==> src/sv/gstss_pkg.sv <==
// Shared types, codes and constants for the gradient stop table sampler.
`default_nettype none
package gstss_pkg;

    localparam int POS_W = 19;
    localparam int COL_W = 32;
    localparam int P_W   = 28;

    localparam logic signed [POS_W-1:0] POS_MAX = 19'sd131072;
    localparam logic signed [POS_W-1:0] POS_MIN = -19'sd131072;

    localparam logic [1:0] FUNC_INSERT = 2'd0;
    localparam logic [1:0] FUNC_CLEAR  = 2'd1;
    localparam logic [1:0] FUNC_SAMPLE = 2'd2;
    localparam logic [1:0] FUNC_NONE   = 2'd3;

    typedef enum logic [3:0] {
        ST_IDLE,
        ST_DISP,
        ST_INS_RD,
        ST_INS_CHK,
        ST_PINIT,
        ST_PDIV,
        ST_FIRST,
        ST_SCAN_RD,
        ST_SCAN,
        ST_SEG,
        ST_MULA,
        ST_MULB,
        ST_CDIV,
        ST_DONE
    } state_t;

    typedef struct packed {
        logic cap;
        logic clr;
        logic set_full;
        logic ins_init;
        logic ins_rd;
        logic ins_shift;
        logic ins_put;
        logic mul_idx;
        logic div_init_p;
        logic div_init_c;
        logic div_step;
        logic add_p;
        logic rd_first;
        logic take_first;
        logic rd_next;
        logic adv;
        logic take_next;
        logic res_rd;
        logic res_cur;
        logic res_nxt;
        logic ch_init;
        logic mula;
        logic ch_store;
        logic fin;
    } cmd_t;

    typedef struct packed {
        logic [1:0] func;
        logic       full;
        logic       count_zero;
        logic       count_one;
        logic       ptr_zero;
        logic       new_lt_rd;
        logic       p_lt_rd;
        logic       rd_lt_p;
        logic       lo_last;
        logic       den_le0;
        logic       div_done;
        logic       ch_last;
        logic       out_free;
    } sts_t;

    function automatic logic signed [P_W-1:0] sext_pos(input logic signed [POS_W-1:0] v);
        return P_W'(v);
    endfunction

endpackage
`default_nettype wire

==> src/sv/gradient_stop_table_sampler_unit.sv <==
// Top level of the gradient stop table sampler.
`default_nettype none
// Usage:
//   Input channel (in_valid / in_stall) carries one command beat: func selects
//   insert stop, clear all stops, or sample pixel. Every beat produces exactly
//   one result beat on the output channel (out_valid / out_stall): the RGBA8
//   color for a sample, zeros otherwise, and status=1 when an insert was
//   dropped because the table holds MAX_STOPS stops already.
//   One beat is worked on at a time; in_stall is high while it is in flight.
//   Work per beat, from accept to the next accept:
//     clear / unused code / full insert: straight to the result
//     insert: one read plus one write for each stop that sorts above the
//       new one, then the new stop is written
//     sample: reciprocal multiply, then a segment search over the stops;
//       per channel: multiply, add and divider load, 8 divide steps, store.
//       Empty table, single stop or a position outside the stops end early.
//   The result sits in an output register, so a stalled receiver holds the
//   result beat steady and the next command is already accepted behind it;
//   only finishing that next command waits for the register to empty.
//   Reset empties the stop table and the output register.
module gradient_stop_table_sampler_unit #(
    parameter int MAX_STOPS = 16,
    parameter int TEXSIZE   = 1024
) (
    input  wire logic               clk,
    input  wire logic               rst_n,
    input  wire logic               in_valid,
    output logic                    in_stall,
    input  wire logic [1:0]         func,
    input  wire logic signed [18:0] position,
    input  wire logic [7:0]         red,
    input  wire logic [7:0]         green,
    input  wire logic [7:0]         blue,
    input  wire logic [7:0]         alpha,
    input  wire logic [9:0]         pixel_index,
    output logic                    out_valid,
    input  wire logic               out_stall,
    output logic [7:0]              out_red,
    output logic [7:0]              out_green,
    output logic [7:0]              out_blue,
    output logic [7:0]              out_alpha,
    output logic                    status
);

    gstss_pkg::cmd_t cmd;
    gstss_pkg::sts_t sts;
    logic            idle;

    // controller sequences the beat, datapath holds table and arithmetic
    gstss_ctrl u_ctrl (
        .clk      (clk),
        .rst_n    (rst_n),
        .in_valid (in_valid),
        .sts      (sts),
        .cmd      (cmd),
        .idle     (idle)
    );

    gstss_dp #(
        .MAX_STOPS (MAX_STOPS),
        .TEXSIZE   (TEXSIZE)
    ) u_dp (
        .clk         (clk),
        .rst_n       (rst_n),
        .cmd         (cmd),
        .sts         (sts),
        .func        (func),
        .position    (position),
        .red         (red),
        .green       (green),
        .blue        (blue),
        .alpha       (alpha),
        .pixel_index (pixel_index),
        .out_stall   (out_stall),
        .out_valid   (out_valid),
        .out_red     (out_red),
        .out_green   (out_green),
        .out_blue    (out_blue),
        .out_alpha   (out_alpha),
        .status      (status)
    );

    // accept only when no beat is in flight
    assign in_stall = !idle;

endmodule
`default_nettype wire

==> src/sv/gstss_ctrl.sv <==
// Sequencer for insert, clear and sample operations.
`default_nettype none
module gstss_ctrl (
    input  wire logic             clk,
    input  wire logic             rst_n,
    input  wire logic             in_valid,
    input  wire gstss_pkg::sts_t  sts,
    output gstss_pkg::cmd_t       cmd,
    output logic                  idle
);

    gstss_pkg::state_t state_reg, state_next;

    always_ff @(posedge clk or negedge rst_n)
    begin
        if (!rst_n)
        begin
            state_reg <= gstss_pkg::ST_IDLE;
        end
        else
        begin
            state_reg <= state_next;
        end
    end

    always_comb
    begin
        state_next = state_reg;
        unique case (state_reg)
            gstss_pkg::ST_IDLE:
                if (in_valid) state_next = gstss_pkg::ST_DISP;
            gstss_pkg::ST_DISP:
                unique case (sts.func)
                    gstss_pkg::FUNC_INSERT:
                        state_next = sts.full ? gstss_pkg::ST_DONE : gstss_pkg::ST_INS_RD;
                    gstss_pkg::FUNC_SAMPLE:
                        state_next = sts.count_zero ? gstss_pkg::ST_DONE : gstss_pkg::ST_PINIT;
                    default:
                        state_next = gstss_pkg::ST_DONE;
                endcase
            gstss_pkg::ST_INS_RD:
                state_next = sts.ptr_zero ? gstss_pkg::ST_DONE : gstss_pkg::ST_INS_CHK;
            gstss_pkg::ST_INS_CHK:
                state_next = sts.new_lt_rd ? gstss_pkg::ST_INS_RD : gstss_pkg::ST_DONE;
            gstss_pkg::ST_PINIT:
                state_next = gstss_pkg::ST_PDIV;
            gstss_pkg::ST_PDIV:
                if (sts.div_done) state_next = gstss_pkg::ST_FIRST;
            gstss_pkg::ST_FIRST:
                state_next = (sts.count_one || sts.p_lt_rd) ? gstss_pkg::ST_DONE
                                                            : gstss_pkg::ST_SCAN_RD;
            gstss_pkg::ST_SCAN_RD:
                state_next = sts.lo_last ? gstss_pkg::ST_DONE : gstss_pkg::ST_SCAN;
            gstss_pkg::ST_SCAN:
                state_next = sts.rd_lt_p ? gstss_pkg::ST_SCAN_RD : gstss_pkg::ST_SEG;
            gstss_pkg::ST_SEG:
                state_next = sts.den_le0 ? gstss_pkg::ST_DONE : gstss_pkg::ST_MULA;
            gstss_pkg::ST_MULA:
                state_next = gstss_pkg::ST_MULB;
            gstss_pkg::ST_MULB:
                state_next = gstss_pkg::ST_CDIV;
            gstss_pkg::ST_CDIV:
                if (sts.div_done)
                    state_next = sts.ch_last ? gstss_pkg::ST_DONE : gstss_pkg::ST_MULA;
            gstss_pkg::ST_DONE:
                if (sts.out_free) state_next = gstss_pkg::ST_IDLE;
            default:
                state_next = gstss_pkg::ST_IDLE;
        endcase
    end

    always_comb
    begin
        cmd  = '0;
        idle = 1'b0;
        unique case (state_reg)
            gstss_pkg::ST_IDLE:
            begin
                idle    = 1'b1;
                cmd.cap = in_valid;
            end
            gstss_pkg::ST_DISP:
                unique case (sts.func)
                    gstss_pkg::FUNC_INSERT:
                    begin
                        cmd.set_full = sts.full;
                        cmd.ins_init = !sts.full;
                    end
                    gstss_pkg::FUNC_CLEAR:
                        cmd.clr = 1'b1;
                    gstss_pkg::FUNC_SAMPLE:
                        cmd.mul_idx = !sts.count_zero;
                    default:
                        cmd = '0;
                endcase
            gstss_pkg::ST_INS_RD:
            begin
                cmd.ins_put = sts.ptr_zero;
                cmd.ins_rd  = !sts.ptr_zero;
            end
            gstss_pkg::ST_INS_CHK:
            begin
                cmd.ins_shift = sts.new_lt_rd;
                cmd.ins_put   = !sts.new_lt_rd;
            end
            gstss_pkg::ST_PINIT:
                cmd.div_init_p = 1'b1;
            gstss_pkg::ST_PDIV:
            begin
                cmd.add_p    = sts.div_done;
                cmd.rd_first = sts.div_done;
                cmd.div_step = !sts.div_done;
            end
            gstss_pkg::ST_FIRST:
            begin
                cmd.res_rd     = sts.count_one || sts.p_lt_rd;
                cmd.take_first = !(sts.count_one || sts.p_lt_rd);
            end
            gstss_pkg::ST_SCAN_RD:
            begin
                cmd.res_cur = sts.lo_last;
                cmd.rd_next = !sts.lo_last;
            end
            gstss_pkg::ST_SCAN:
            begin
                cmd.adv       = sts.rd_lt_p;
                cmd.take_next = !sts.rd_lt_p;
            end
            gstss_pkg::ST_SEG:
            begin
                cmd.res_nxt = sts.den_le0;
                cmd.ch_init = !sts.den_le0;
            end
            gstss_pkg::ST_MULA:
                cmd.mula = 1'b1;
            gstss_pkg::ST_MULB:
                cmd.div_init_c = 1'b1;
            gstss_pkg::ST_CDIV:
            begin
                cmd.ch_store = sts.div_done;
                cmd.div_step = !sts.div_done;
            end
            gstss_pkg::ST_DONE:
                cmd.fin = sts.out_free;
            default:
                cmd = '0;
        endcase
    end

endmodule
`default_nettype wire

==> src/sv/gstss_dp.sv <==
// Datapath: stop memory, position math, segment search and per-channel divider.
`default_nettype none
module gstss_dp #(
    parameter int MAX_STOPS = 16,
    parameter int TEXSIZE   = 1024
) (
    input  wire logic                  clk,
    input  wire logic                  rst_n,
    input  wire gstss_pkg::cmd_t       cmd,
    output gstss_pkg::sts_t            sts,
    input  wire logic [1:0]            func,
    input  wire logic signed [18:0]    position,
    input  wire logic [7:0]            red,
    input  wire logic [7:0]            green,
    input  wire logic [7:0]            blue,
    input  wire logic [7:0]            alpha,
    input  wire logic [9:0]            pixel_index,
    input  wire logic                  out_stall,
    output logic                       out_valid,
    output logic [7:0]                 out_red,
    output logic [7:0]                 out_green,
    output logic [7:0]                 out_blue,
    output logic [7:0]                 out_alpha,
    output logic                       status
);

    localparam int AW   = $clog2(MAX_STOPS);
    localparam int CW   = $clog2(MAX_STOPS + 1);
    localparam int SPAN = (TEXSIZE > 1) ? TEXSIZE - 1 : 1;
    localparam int EW   = gstss_pkg::POS_W + gstss_pkg::COL_W;
    localparam logic [16:0] Q0 = 17'(65536 / SPAN);
    localparam logic [11:0] R0 = 12'(65536 % SPAN);
    // reciprocal of the span: exact for idx*R0 < 1024*SPAN
    localparam int SB = $clog2(SPAN);
    localparam int SH = 10 + 2 * SB;
    localparam longint RMW = ((longint'(1) << SH) + longint'(SPAN) - longint'(1))
                             / longint'(SPAN);
    localparam logic [23:0] RM = 24'(RMW);

    // stop memory: {color, position}
    logic [EW-1:0] mem [MAX_STOPS];

    logic [CW-1:0] count_reg, count_next;
    logic          out_valid_reg;
    logic [CW-1:0] ptr_reg;
    logic [1:0]    func_reg;
    logic signed [18:0] new_pos_reg;
    logic [31:0]   new_col_reg;
    logic [9:0]    idx_reg;
    logic [EW-1:0] rd_reg;
    logic signed [18:0] cur_pos_reg, nxt_pos_reg;
    logic [31:0]   cur_col_reg, nxt_col_reg;
    logic signed [27:0] p_reg;
    logic [26:0]   mq_reg;
    logic [21:0]   mr_reg;
    logic [18:0]   rem_reg, dv_reg;
    logic [9:0]    lo_reg, q_reg;
    logic [3:0]    cnt_reg;
    logic [1:0]    ch_reg;
    logic [26:0]   prod_reg;
    logic [31:0]   res_reg;
    logic          stat_reg;
    logic [31:0]   ocol_reg;
    logic          ostat_reg;

    logic signed [18:0] rd_pos, sat_pos;
    logic [31:0]   rd_col;
    logic signed [19:0] den_s;
    logic signed [27:0] num_w;
    logic [18:0]   den_u, num_u;
    logic [7:0]    a_ch, b_ch;
    logic [26:0]   n_sum;
    logic [19:0]   trial;
    logic          qbit;
    logic [AW-1:0] rd_addr;
    logic          rd_en;
    logic [CW:0]   ptr_inc;
    logic [45:0]   mr_prod;

    assign rd_pos  = rd_reg[gstss_pkg::POS_W-1:0];
    assign rd_col  = rd_reg[EW-1:gstss_pkg::POS_W];
    assign den_s   = 20'(nxt_pos_reg) - 20'(cur_pos_reg);
    assign num_w   = p_reg - gstss_pkg::sext_pos(cur_pos_reg);
    assign den_u   = den_s[18:0];
    assign num_u   = num_w[18:0];
    assign a_ch    = cur_col_reg[8*ch_reg +: 8];
    assign b_ch    = nxt_col_reg[8*ch_reg +: 8];
    assign n_sum   = prod_reg + 27'(b_ch * num_u);
    assign trial   = {rem_reg, lo_reg[9]};
    assign qbit    = (trial >= 20'(dv_reg));
    assign ptr_inc = (CW+1)'(ptr_reg) + (CW+1)'(1);
    assign mr_prod = 46'(mr_reg) * 46'(RM);

    always_comb
    begin
        if (position > gstss_pkg::POS_MAX)
            sat_pos = gstss_pkg::POS_MAX;
        else if (position < gstss_pkg::POS_MIN)
            sat_pos = gstss_pkg::POS_MIN;
        else
            sat_pos = position;
    end

    always_comb
    begin
        rd_en   = cmd.ins_rd || cmd.rd_first || cmd.rd_next;
        rd_addr = '0;
        priority if (cmd.ins_rd)
            rd_addr = AW'(ptr_reg - CW'(1));
        else if (cmd.rd_next)
            rd_addr = ptr_inc[AW-1:0];
        else
            rd_addr = '0;
    end

    always_ff @(posedge clk)
    begin
        if (cmd.ins_shift)
            mem[ptr_reg[AW-1:0]] <= rd_reg;
        else if (cmd.ins_put)
            mem[ptr_reg[AW-1:0]] <= {new_col_reg, new_pos_reg};
        if (rd_en)
            rd_reg <= mem[rd_addr];
    end

    always_comb
    begin
        count_next = count_reg;
        if (cmd.clr)
            count_next = '0;
        else if (cmd.ins_put)
            count_next = count_reg + CW'(1);
    end

    always_ff @(posedge clk or negedge rst_n)
    begin
        if (!rst_n)
        begin
            count_reg     <= '0;
            out_valid_reg <= 1'b0;
        end
        else
        begin
            count_reg <= count_next;
            if (cmd.fin)
                out_valid_reg <= 1'b1;
            else if (!out_stall)
                out_valid_reg <= 1'b0;
        end
    end

    always_ff @(posedge clk)
    begin
        if (cmd.cap)
        begin
            func_reg    <= func;
            new_pos_reg <= sat_pos;
            new_col_reg <= {alpha, blue, green, red};
            idx_reg     <= pixel_index;
            res_reg     <= '0;
            stat_reg    <= 1'b0;
        end
        if (cmd.set_full)
            stat_reg <= 1'b1;
        if (cmd.ins_init)
            ptr_reg <= count_reg;
        else if (cmd.ins_shift)
            ptr_reg <= ptr_reg - CW'(1);
        else if (cmd.rd_first)
            ptr_reg <= '0;
        else if (cmd.adv)
            ptr_reg <= ptr_inc[CW-1:0];
        if (cmd.mul_idx)
        begin
            mq_reg <= 27'(idx_reg * Q0);
            mr_reg <= 22'(idx_reg * R0);
        end
        // pixel position remainder: one reciprocal multiply, done at once
        if (cmd.div_init_p)
        begin
            q_reg   <= mr_prod[SH +: 10];
            cnt_reg <= 4'd0;
        end
        // channel value: restoring divider, one quotient bit per cycle
        else if (cmd.div_init_c)
        begin
            rem_reg <= n_sum[26:8];
            lo_reg  <= {n_sum[7:0], 2'b00};
            dv_reg  <= den_u;
            cnt_reg <= 4'd8;
        end
        else if (cmd.div_step)
        begin
            rem_reg <= qbit ? 19'(trial - 20'(dv_reg)) : trial[18:0];
            lo_reg  <= {lo_reg[8:0], 1'b0};
            q_reg   <= {q_reg[8:0], qbit};
            cnt_reg <= cnt_reg - 4'd1;
        end
        if (cmd.add_p)
            p_reg <= signed'(28'(mq_reg) + 28'(q_reg));
        if (cmd.take_first || cmd.adv)
        begin
            cur_pos_reg <= rd_pos;
            cur_col_reg <= rd_col;
        end
        if (cmd.take_next)
        begin
            nxt_pos_reg <= rd_pos;
            nxt_col_reg <= rd_col;
        end
        if (cmd.res_rd)
            res_reg <= rd_col;
        else if (cmd.res_cur)
            res_reg <= cur_col_reg;
        else if (cmd.res_nxt)
            res_reg <= nxt_col_reg;
        else if (cmd.ch_store)
            res_reg[8*ch_reg +: 8] <= q_reg[7:0];
        if (cmd.ch_init)
            ch_reg <= 2'd0;
        else if (cmd.ch_store)
            ch_reg <= ch_reg + 2'd1;
        if (cmd.mula)
            prod_reg <= 27'(a_ch * 19'(den_u - num_u));
        if (cmd.fin)
        begin
            ocol_reg  <= res_reg;
            ostat_reg <= stat_reg;
        end
    end

    always_comb
    begin
        sts.func       = func_reg;
        sts.full       = (count_reg == CW'(MAX_STOPS));
        sts.count_zero = (count_reg == '0);
        sts.count_one  = (count_reg == CW'(1));
        sts.ptr_zero   = (ptr_reg == '0);
        sts.new_lt_rd  = (new_pos_reg < rd_pos);
        sts.p_lt_rd    = (p_reg < gstss_pkg::sext_pos(rd_pos));
        sts.rd_lt_p    = (gstss_pkg::sext_pos(rd_pos) < p_reg);
        sts.lo_last    = (ptr_inc >= (CW+1)'(count_reg));
        sts.den_le0    = (den_s <= 20'sd0);
        sts.div_done   = (cnt_reg == 4'd0);
        sts.ch_last    = (ch_reg == 2'd3);
        sts.out_free   = !out_valid_reg || !out_stall;
    end

    assign out_valid = out_valid_reg;
    assign out_red   = ocol_reg[7:0];
    assign out_green = ocol_reg[15:8];
    assign out_blue  = ocol_reg[23:16];
    assign out_alpha = ocol_reg[31:24];
    assign status    = ostat_reg;

    a_count_max: assert property (@(posedge clk) disable iff (!rst_n)
        count_reg <= CW'(MAX_STOPS))
        else $error("stop count above table size");
    a_put_not_full: assert property (@(posedge clk) disable iff (!rst_n)
        cmd.ins_put |-> !sts.full)
        else $error("stop written into full table");
    a_div_bounded: assert property (@(posedge clk) disable iff (!rst_n)
        cmd.div_step |-> cnt_reg != 4'd0)
        else $error("divider stepped past its last bit");
    a_fin_free: assert property (@(posedge clk) disable iff (!rst_n)
        cmd.fin |-> (!out_valid_reg || !out_stall))
        else $error("result overwrote an unsent beat");

endmodule
`default_nettype wire

==> config.mk <==
export PLATFORM = sky130hd
export DESIGN_NAME = gradient_stop_table_sampler_unit
export DESIGN_NICKNAME = d
export VERILOG_FILES = /design/src/sv/gstss_pkg.sv /design/src/sv/gradient_stop_table_sampler_unit.sv /design/src/sv/gstss_ctrl.sv /design/src/sv/gstss_dp.sv
export SDC_FILE = /design/constraint.sdc
export NUM_CORES = 2
export LEC_CHECK = 0
export BUFFER_PORTS_ARGS = -buffer_cell sky130_fd_sc_hd__buf_2
export CAP_MARGIN = 10
export CORE_MARGIN = 8
export CORE_UTILIZATION = 35
export CTS_CLUSTER_SIZE = 20
export DETAILED_ROUTE_END_ITERATION = 8
export GPL_TIMING_DRIVEN = 0
export PLACE_DENSITY_LB_ADDON = 0.1
export REMOVE_ABC_BUFFERS = 1
export SLEW_MARGIN = 20
export SYNTH_ARGS = -nofsm -noshare
export SYNTH_HDL_FRONTEND = slang
export SYNTH_HIERARCHICAL = 1
export SYNTH_SLANG_ARGS = --single-unit
==> constraint.sdc <==
create_clock -name clk -period 17.6 [get_ports clk]
set_input_delay 1.76 -clock clk [delete_from_list [all_inputs] [get_ports clk]]
set_output_delay 1.76 -clock clk [all_outputs]
set_load 0.005 [all_outputs]
; ---- After elaboration in Yosys (flattened, before gate mapping)
; Memory sizes are Yosys's and may differ from the RTL's. A register that Yosys moved wholly into a read port is not among the register bits.
; Index checks and enable logic that the tools add are counted.
[totals]
reg_bits = 363
mem_bits_rw = 816
word_cells = 186
n_memories = 1
[classes]
addsub = 12
mul = 3
order_cmp = 8
n_eq_ne = 24
shifts = 4
muxes = 71
n_bitwise = 2
n_reduce_logical = 33
[memory_table]
columns = memory, depth, word_bits, rd, rd_ports_with_merged_regs, write_ports, line
row1 = u_dp.mem, 16, 51, 1, 1, 1, gstss_dp.sv:41  ; logic [EW-1:0] mem [MAX_STOPS];
[ops]
columns = cell, count
row1 = 2-to-1 mux 32 bit, 5
row2 = 2-to-1 mux 19 bit, 4
row3 = variable part select 32 x 6 -> 8 bit, 2
row4 = 2-to-1 mux 4 bit, 14
row5 = case mux 4 bit (14 select lines), 1
row6 = multiplier 8 x 19 -> 27 bit, 2
row7 = 2-to-1 mux 51 bit, 1
row8 = 2-to-1 mux 10 bit, 5
row9 = subtractor 19 bit, 2
row10 = negation 5 -> 34 bit, 1
row11 = "variable shift 8 x 34 -> 32 bit, first input constant", 1
row12 = variable part select 8 x 34 -> 32 bit, 1
row13 = bitwise mux 32 bit, 1
row14 = "multiplier 10 x 20 -> 30 bit, second input constant", 1
row15 = 2-to-1 mux 5 bit, 6
row16 = adder 27 bit, 1
row17 = "equality test 4 bit, second input constant", 6
row18 = 2-to-1 mux 1 bit, 24
row19 = >= comparator 20 x 19 -> 1 bit, 1
row20 = "<= comparator 20 x 1 -> 1 bit, second input constant", 1
row21 = subtractor 19 x 19 -> 20 bit, 1
row22 = "> comparator 19 bit, second input constant", 1
row23 = < comparator 18 x 19 -> 1 bit, 1
row24 = < comparator 19 x 18 -> 1 bit, 1
row25 = other kinds (35), 73

; ---- Logic depth before layout (Yosys ltp)
[logic_depth]
ltp_word = 8
ltp_mapped = 37
depth_no_buf = 35

; ---- By module
; Netlist, hierarchy kept.
[by_module_without_submodules]
columns = mod, instances, cells_per_inst, area_each_um2
row1 = gstss_dp, 1, 4246, 61367.6
row2 = gstss_ctrl, 1, 101, 700.7
row3 = gradient_stop_table_sampler_unit, 1, 1, 3.8

; ---- Worst setup path before layout
; OpenSTA, ideal clock, no wires.
[synth_timing]
path_kind = register to register
startpoint = register u_dp.cur_pos_reg[1]
endpoint = register u_dp.prod_reg[24] (data pin)
setup_time_ps = 258
arrival_time_ps = 8124
required_ps = 17342
slack_ps = 9218
stages_incl_launch_ff = 34
path_buffers = 2
synth_period_minus_slack_ps = 8382
path_cell_list = edfxtp_1 inv_1 ha_1 nor2b_1 o21ai_0 a21boi_0 o21ai_0 a211oi_1 o31ai_1 nand2b_1 xor2_1 inv_1 ha_1 a211oi_1 inv_1 or3_1 nor3_1 nor3b_1 or2_2 clkbuf_1 buf_2 o311ai_0 fa_1 fa_1 fa_1 inv_1 fa_1 inv_1 ha_1 or3_1 or3_1 a31o_2 a21oi_1 xnor2_1
[synth_between]
elab_chain_len = 3
[synth_lines]
columns = item, line
row1 = "start, declared", gstss_dp.sv:51  ; logic signed [18:0] cur_pos_reg, nxt_pos_reg;
row2 = "start signal, assigned", gstss_dp.sv:203  ; cur_pos_reg <= rd_pos;
row3 = subtractor 19 x 19 -> 20 bit or subtractor 18 x 19 -> 19 bit (tied branches), "gstss_dp.sv:82, gstss_dp.sv:83"
row4 = subtractor 19 bit *, gstss_dp.sv:224  ; prod_reg <= 27'(a_ch * 19'(den_u - num_u));
row5 = multiplier 8 x 19 -> 27 bit *, gstss_dp.sv:224
row6 = "end signal, assigned", gstss_dp.sv:224
row7 = "end, declared", gstss_dp.sv:60  ; logic [26:0] prod_reg;
; Every way passes the cells marked *; elsewhere a longest branch is shown, timed or not.
; A chain may end at the register's enable or synchronous reset.

; ---- Worst setup path in the final report
; Same ends and word-level chain as after synthesis.

==> metrics.log <==
INFO  metric hold_viol_final = 0
INFO  metric fp.dieArea = 191000 µm²
INFO  metric chipWidth = 437 µm
INFO  metric largest_reg_flops = 816
INFO  metric rows = 154
INFO  metric wl_met3 = 4.88 mm
INFO  metric run_status = complete, no violations
INFO  metric reg2reg_setup_slack = 7.37 ns
INFO  metric tritoncts_clock_tree = done
INFO  metric cap_viol_max_count = 0
INFO  metric post-dp-hpwl = 126 mm
INFO  metric design.final.nets = 5121
INFO  metric post_cts_resized = 0
INFO  metric syn-cell-area = 62100 µm²
INFO  metric period_needed = 10.23 ns
INFO  metric place.port_buffers = 101
INFO  metric rsz_0062_raised_after_global_routing = no
INFO  metric worst_skew_pair.late_latency = 0.77 ns
INFO  metric hp-class = reg2reg
INFO  metric r2r-start = u_dp/cur_pos_reg[1]
INFO  metric clock.fmax = 0.0978 GHz
INFO  metric yosys_warnings = 6
INFO  metric hold-path-endpoint = u_dp/mq_reg[7]
INFO  metric fin_hold_ws = 0.442 ns
INFO  metric worst_hold_startpoint = u_dp/idx_reg[1]
INFO  metric commonest_non_fill_non_tap_cell_in_the_layout = sky130_fd_sc_hd__edfxtp_1
INFO  metric grt_max_degree = 65
INFO  metric worstMarginPinSlew = 1.14 ns
INFO  metric final_cell_mix = sky130_fd_sc_hd__edfxtp_1 (1180), sky130_fd_sc_hd__inv_1 (407), sky130_fd_sc_hd__nor2_1 (310)
INFO  metric critical-path-top-cell-by-count = sky130_fd_sc_hd__inv_1
INFO  metric start_util = 35.2%
INFO  metric grt_util_all_layers = 17.7%
INFO  metric remaining_max_slew_budget_at_the_tightest_pin = 24.3%
INFO  metric layout-area-overhead-vs-synth = 17.8%
INFO  metric drive_above_1_share = 17.6%
INFO  metric period_share = 58.1%
INFO  metric core_region_area = 176000 µm²
INFO  metric worst-path-max-fanout = 16
INFO  metric path_clk_slew = 0.06 ns
INFO  metric drt-vias-per-instance = 5.12
INFO  metric yosys.cell_types.count = 84
INFO  metric number_of_primary_i_o_pins = 102
INFO  metric gpl.final_weighted_congestion = 0.790
INFO  metric via_count = 36100
INFO  metric routed_length_per_instance = 24.2 µm
INFO  metric synth_cells = 4348
INFO  metric r2r_cells = 32
INFO  metric fillerInstances = 16300
INFO  metric timing.critical_path.to_type = flop
INFO  metric postSynthAreaPerCell = 14.3 µm²
INFO  metric grt_pass1_vias = 37800
INFO  metric crit_slowest_cell = sky130_fd_sc_hd__xor2_1
INFO  metric timing_max_transition_violations_final = 0
INFO  metric dr_wl_met2 = 86.4 mm
INFO  metric drt-pass1-iter-count = 5
INFO  metric detail_route.wirelength = 171 mm
INFO  metric synth-seq-cells = 1229
INFO  metric setup.worst_path.class = reg2reg
INFO  metric global_route_wire_length_before_repair = 255 mm
INFO  metric hold_path_depth = 0
INFO  metric crit_arrival = 10.72 ns
INFO  metric async_flop_share = 0.814%
INFO  metric largest_incremental_delay_on_the_critical_path = 0.70 ns
INFO  metric ctsRootBufferMaster = sky130_fd_sc_hd__clkbuf_16
INFO  metric detail_route.wirelength.met1 = 75.5 mm
INFO  metric grt_antenna_before_repair = 1
INFO  metric cts_htree_levels = 4
INFO  metric cts_inserted_buffers = 140
INFO  metric worstReg2RegEnd = u_dp/prod_reg[24]
INFO  metric synth_seq_area_share = 58.7%
INFO  metric route.top_layer_used = met4
INFO  metric cts-hold-fix-buffers = 0
INFO  metric drtAntennaViolNets = 0
INFO  metric post-cts-setup-buffers = 0
INFO  metric synth_flop_cell = sky130_fd_sc_hd__edfxtp_1
INFO  metric die_h = 437 µm
INFO  metric synth_enable_flop_cells = 1180
INFO  metric clock-sinks = 1229
INFO  metric cp-start-kind = flop
INFO  metric critPathRequiredTime = 18.09 ns
INFO  metric residual_overflow_from_global_routing = 0
INFO  metric max-clock-path-buffers = 3
INFO  metric detailedRoute.firstIterationViolations = 2457
INFO  metric finalClockSkew = 0.0513 ns
INFO  metric post-route-drc-count = 0
INFO  metric report.final.setup_viol = 0
-- final cells by class --
class / count / area (µm²) / area share, %
flip-flops and latches: 1229 / 36500 / 49.9
multi-input cells: 2542 / 23700 / 32.5
clock buffers: 182 / 3790 / 5.18
repair buffers: 273 / 3740 / 5.11
well taps: 2340 / 2930 / 4.00
inverters: 409 / 1540 / 2.10
clock inverters: 74 / 922 / 1.26
diodes: 1 / 2.50 / 0.00342
-- worst max-delay path by stage --
stage | start | endpoint | slack, ns | depth (start not counted)
finish | u_dp/cur_pos_reg[1] | u_dp/prod_reg[24] | 7.37 | 32
global route | u_dp/cur_pos_reg[1] | u_dp/prod_reg[24] | 6.62 | 32
CTS | u_dp/cur_pos_reg[1] | u_dp/prod_reg[24] | 7.24 | 32
detailed placement | u_dp/cur_pos_reg[1] | u_dp/prod_reg[24] | 7.28 | 32
global placement | u_dp/ptr_reg[0] | u_dp/rd_reg[30] | -11.51 | 14
floorplan | u_dp/ptr_reg[0] | u_dp/rd_reg[0] | -1.54 | 15
-- stage by stage --
stage / TNS, ns / cells / instance area, µm² / worst slack (ns) / utilization, %
2_1_floorplan: -78.50 / 4180 / 61400 / -1.54 / -
3_3_place_gp: -575.17 / 6621 / 64800 / -11.51 / 36.8
3_5_place_dp: 0 / 6793 / 68400 / 7.28 / 38.8
4_1_cts: 0 / 7049 / 73100 / 7.24 / 41.5
5_1_grt: 0 / 7050 / 73100 / 6.62 / 41.5
6_report: 0 / 7050 / 73100 / 7.37 / 41.5
-- Yosys cell counts (9+ instances only) --
| library cell | n | area, µm² |
|---|---|---|
| sky130_fd_sc_hd__or3_1 | 14 | 87.6 |
| sky130_fd_sc_hd__or2_2 | 24 | 150 |
| sky130_fd_sc_hd__nor4_1 | 9 | 56.3 |
| sky130_fd_sc_hd__mux4_2 | 209 | 4710 |
| sky130_fd_sc_hd__a211oi_1 | 70 | 526 |
| sky130_fd_sc_hd__nor2_1 | 332 | 1250 |
| sky130_fd_sc_hd__nand3_1 | 36 | 180 |
| sky130_fd_sc_hd__nor3b_1 | 13 | 97.6 |
| sky130_fd_sc_hd__o31ai_1 | 15 | 113 |
| sky130_fd_sc_hd__xnor2_1 | 78 | 683 |
| sky130_fd_sc_hd__clkbuf_1 | 113 | 424 |
| sky130_fd_sc_hd__inv_1 | 407 | 1530 |
| sky130_fd_sc_hd__dfxtp_1 | 39 | 781 |
| sky130_fd_sc_hd__mux2_2 | 51 | 574 |
| sky130_fd_sc_hd__and2_1 | 30 | 188 |
| sky130_fd_sc_hd__ha_1 | 225 | 2820 |
| sky130_fd_sc_hd__nor3_1 | 53 | 265 |
| sky130_fd_sc_hd__buf_1 | 41 | 154 |
| sky130_fd_sc_hd__a22oi_1 | 34 | 255 |
| sky130_fd_sc_hd__dfrtp_1 | 10 | 250 |
| sky130_fd_sc_hd__o21ai_0 | 123 | 616 |
| sky130_fd_sc_hd__a21oi_1 | 221 | 1110 |
| sky130_fd_sc_hd__fa_1 | 234 | 4680 |
| sky130_fd_sc_hd__nand2b_1 | 42 | 263 |
| sky130_fd_sc_hd__a21o_1 | 46 | 345 |
| sky130_fd_sc_hd__o211ai_1 | 19 | 143 |
| sky130_fd_sc_hd__nor2b_1 | 91 | 569 |
| sky130_fd_sc_hd__a31oi_1 | 12 | 75.1 |
| sky130_fd_sc_hd__edfxtp_1 | 1180 | 35400 |
| sky130_fd_sc_hd__mux2i_1 | 73 | 731 |
| sky130_fd_sc_hd__xor2_1 | 45 | 394 |
| sky130_fd_sc_hd__nand4_1 | 18 | 113 |
| sky130_fd_sc_hd__and3_1 | 11 | 68.8 |
| sky130_fd_sc_hd__nand2_1 | 244 | 916 |
| sky130_fd_sc_hd__o21a_1 | 23 | 173 |
-- routing by layer --
layer  vias up  global-route usage [%]
met2       517                    30.9
met5         -                       0
met1     18800                    23.4
met4         0                    4.37
li1      16600                       -
met3       175                    2.24
-- worst max-delay path, delay by kind of cell, from the launching register on --
family          cells  cell delay (ns)
fa+ha+maj           7             3.22
compound gates     10             2.85
simple gates        8             1.99
xor+xnor            2             0.86
buf+inv             5             0.61
flops               1             0.42
-- kinds of logic (layout without fill, tap and decap cells) --
group	Yosys count	in the layout	share of synthesized area [%]
other	0	1	0
buffers and inverters	577	938	3.56
adders and majority gates	459	459	12.1
xor gates and xnor gates	124	124	1.77
muxes	333	333	9.69
DFF	1229	1229	58.7
AOI/OAI and AO/OA	668	668	6.82
and+or+nand+nor	958	958	7.34
Power is not shown: default switching activity piles up to over one toggle a cycle in this logic, so the estimate is an artifact.
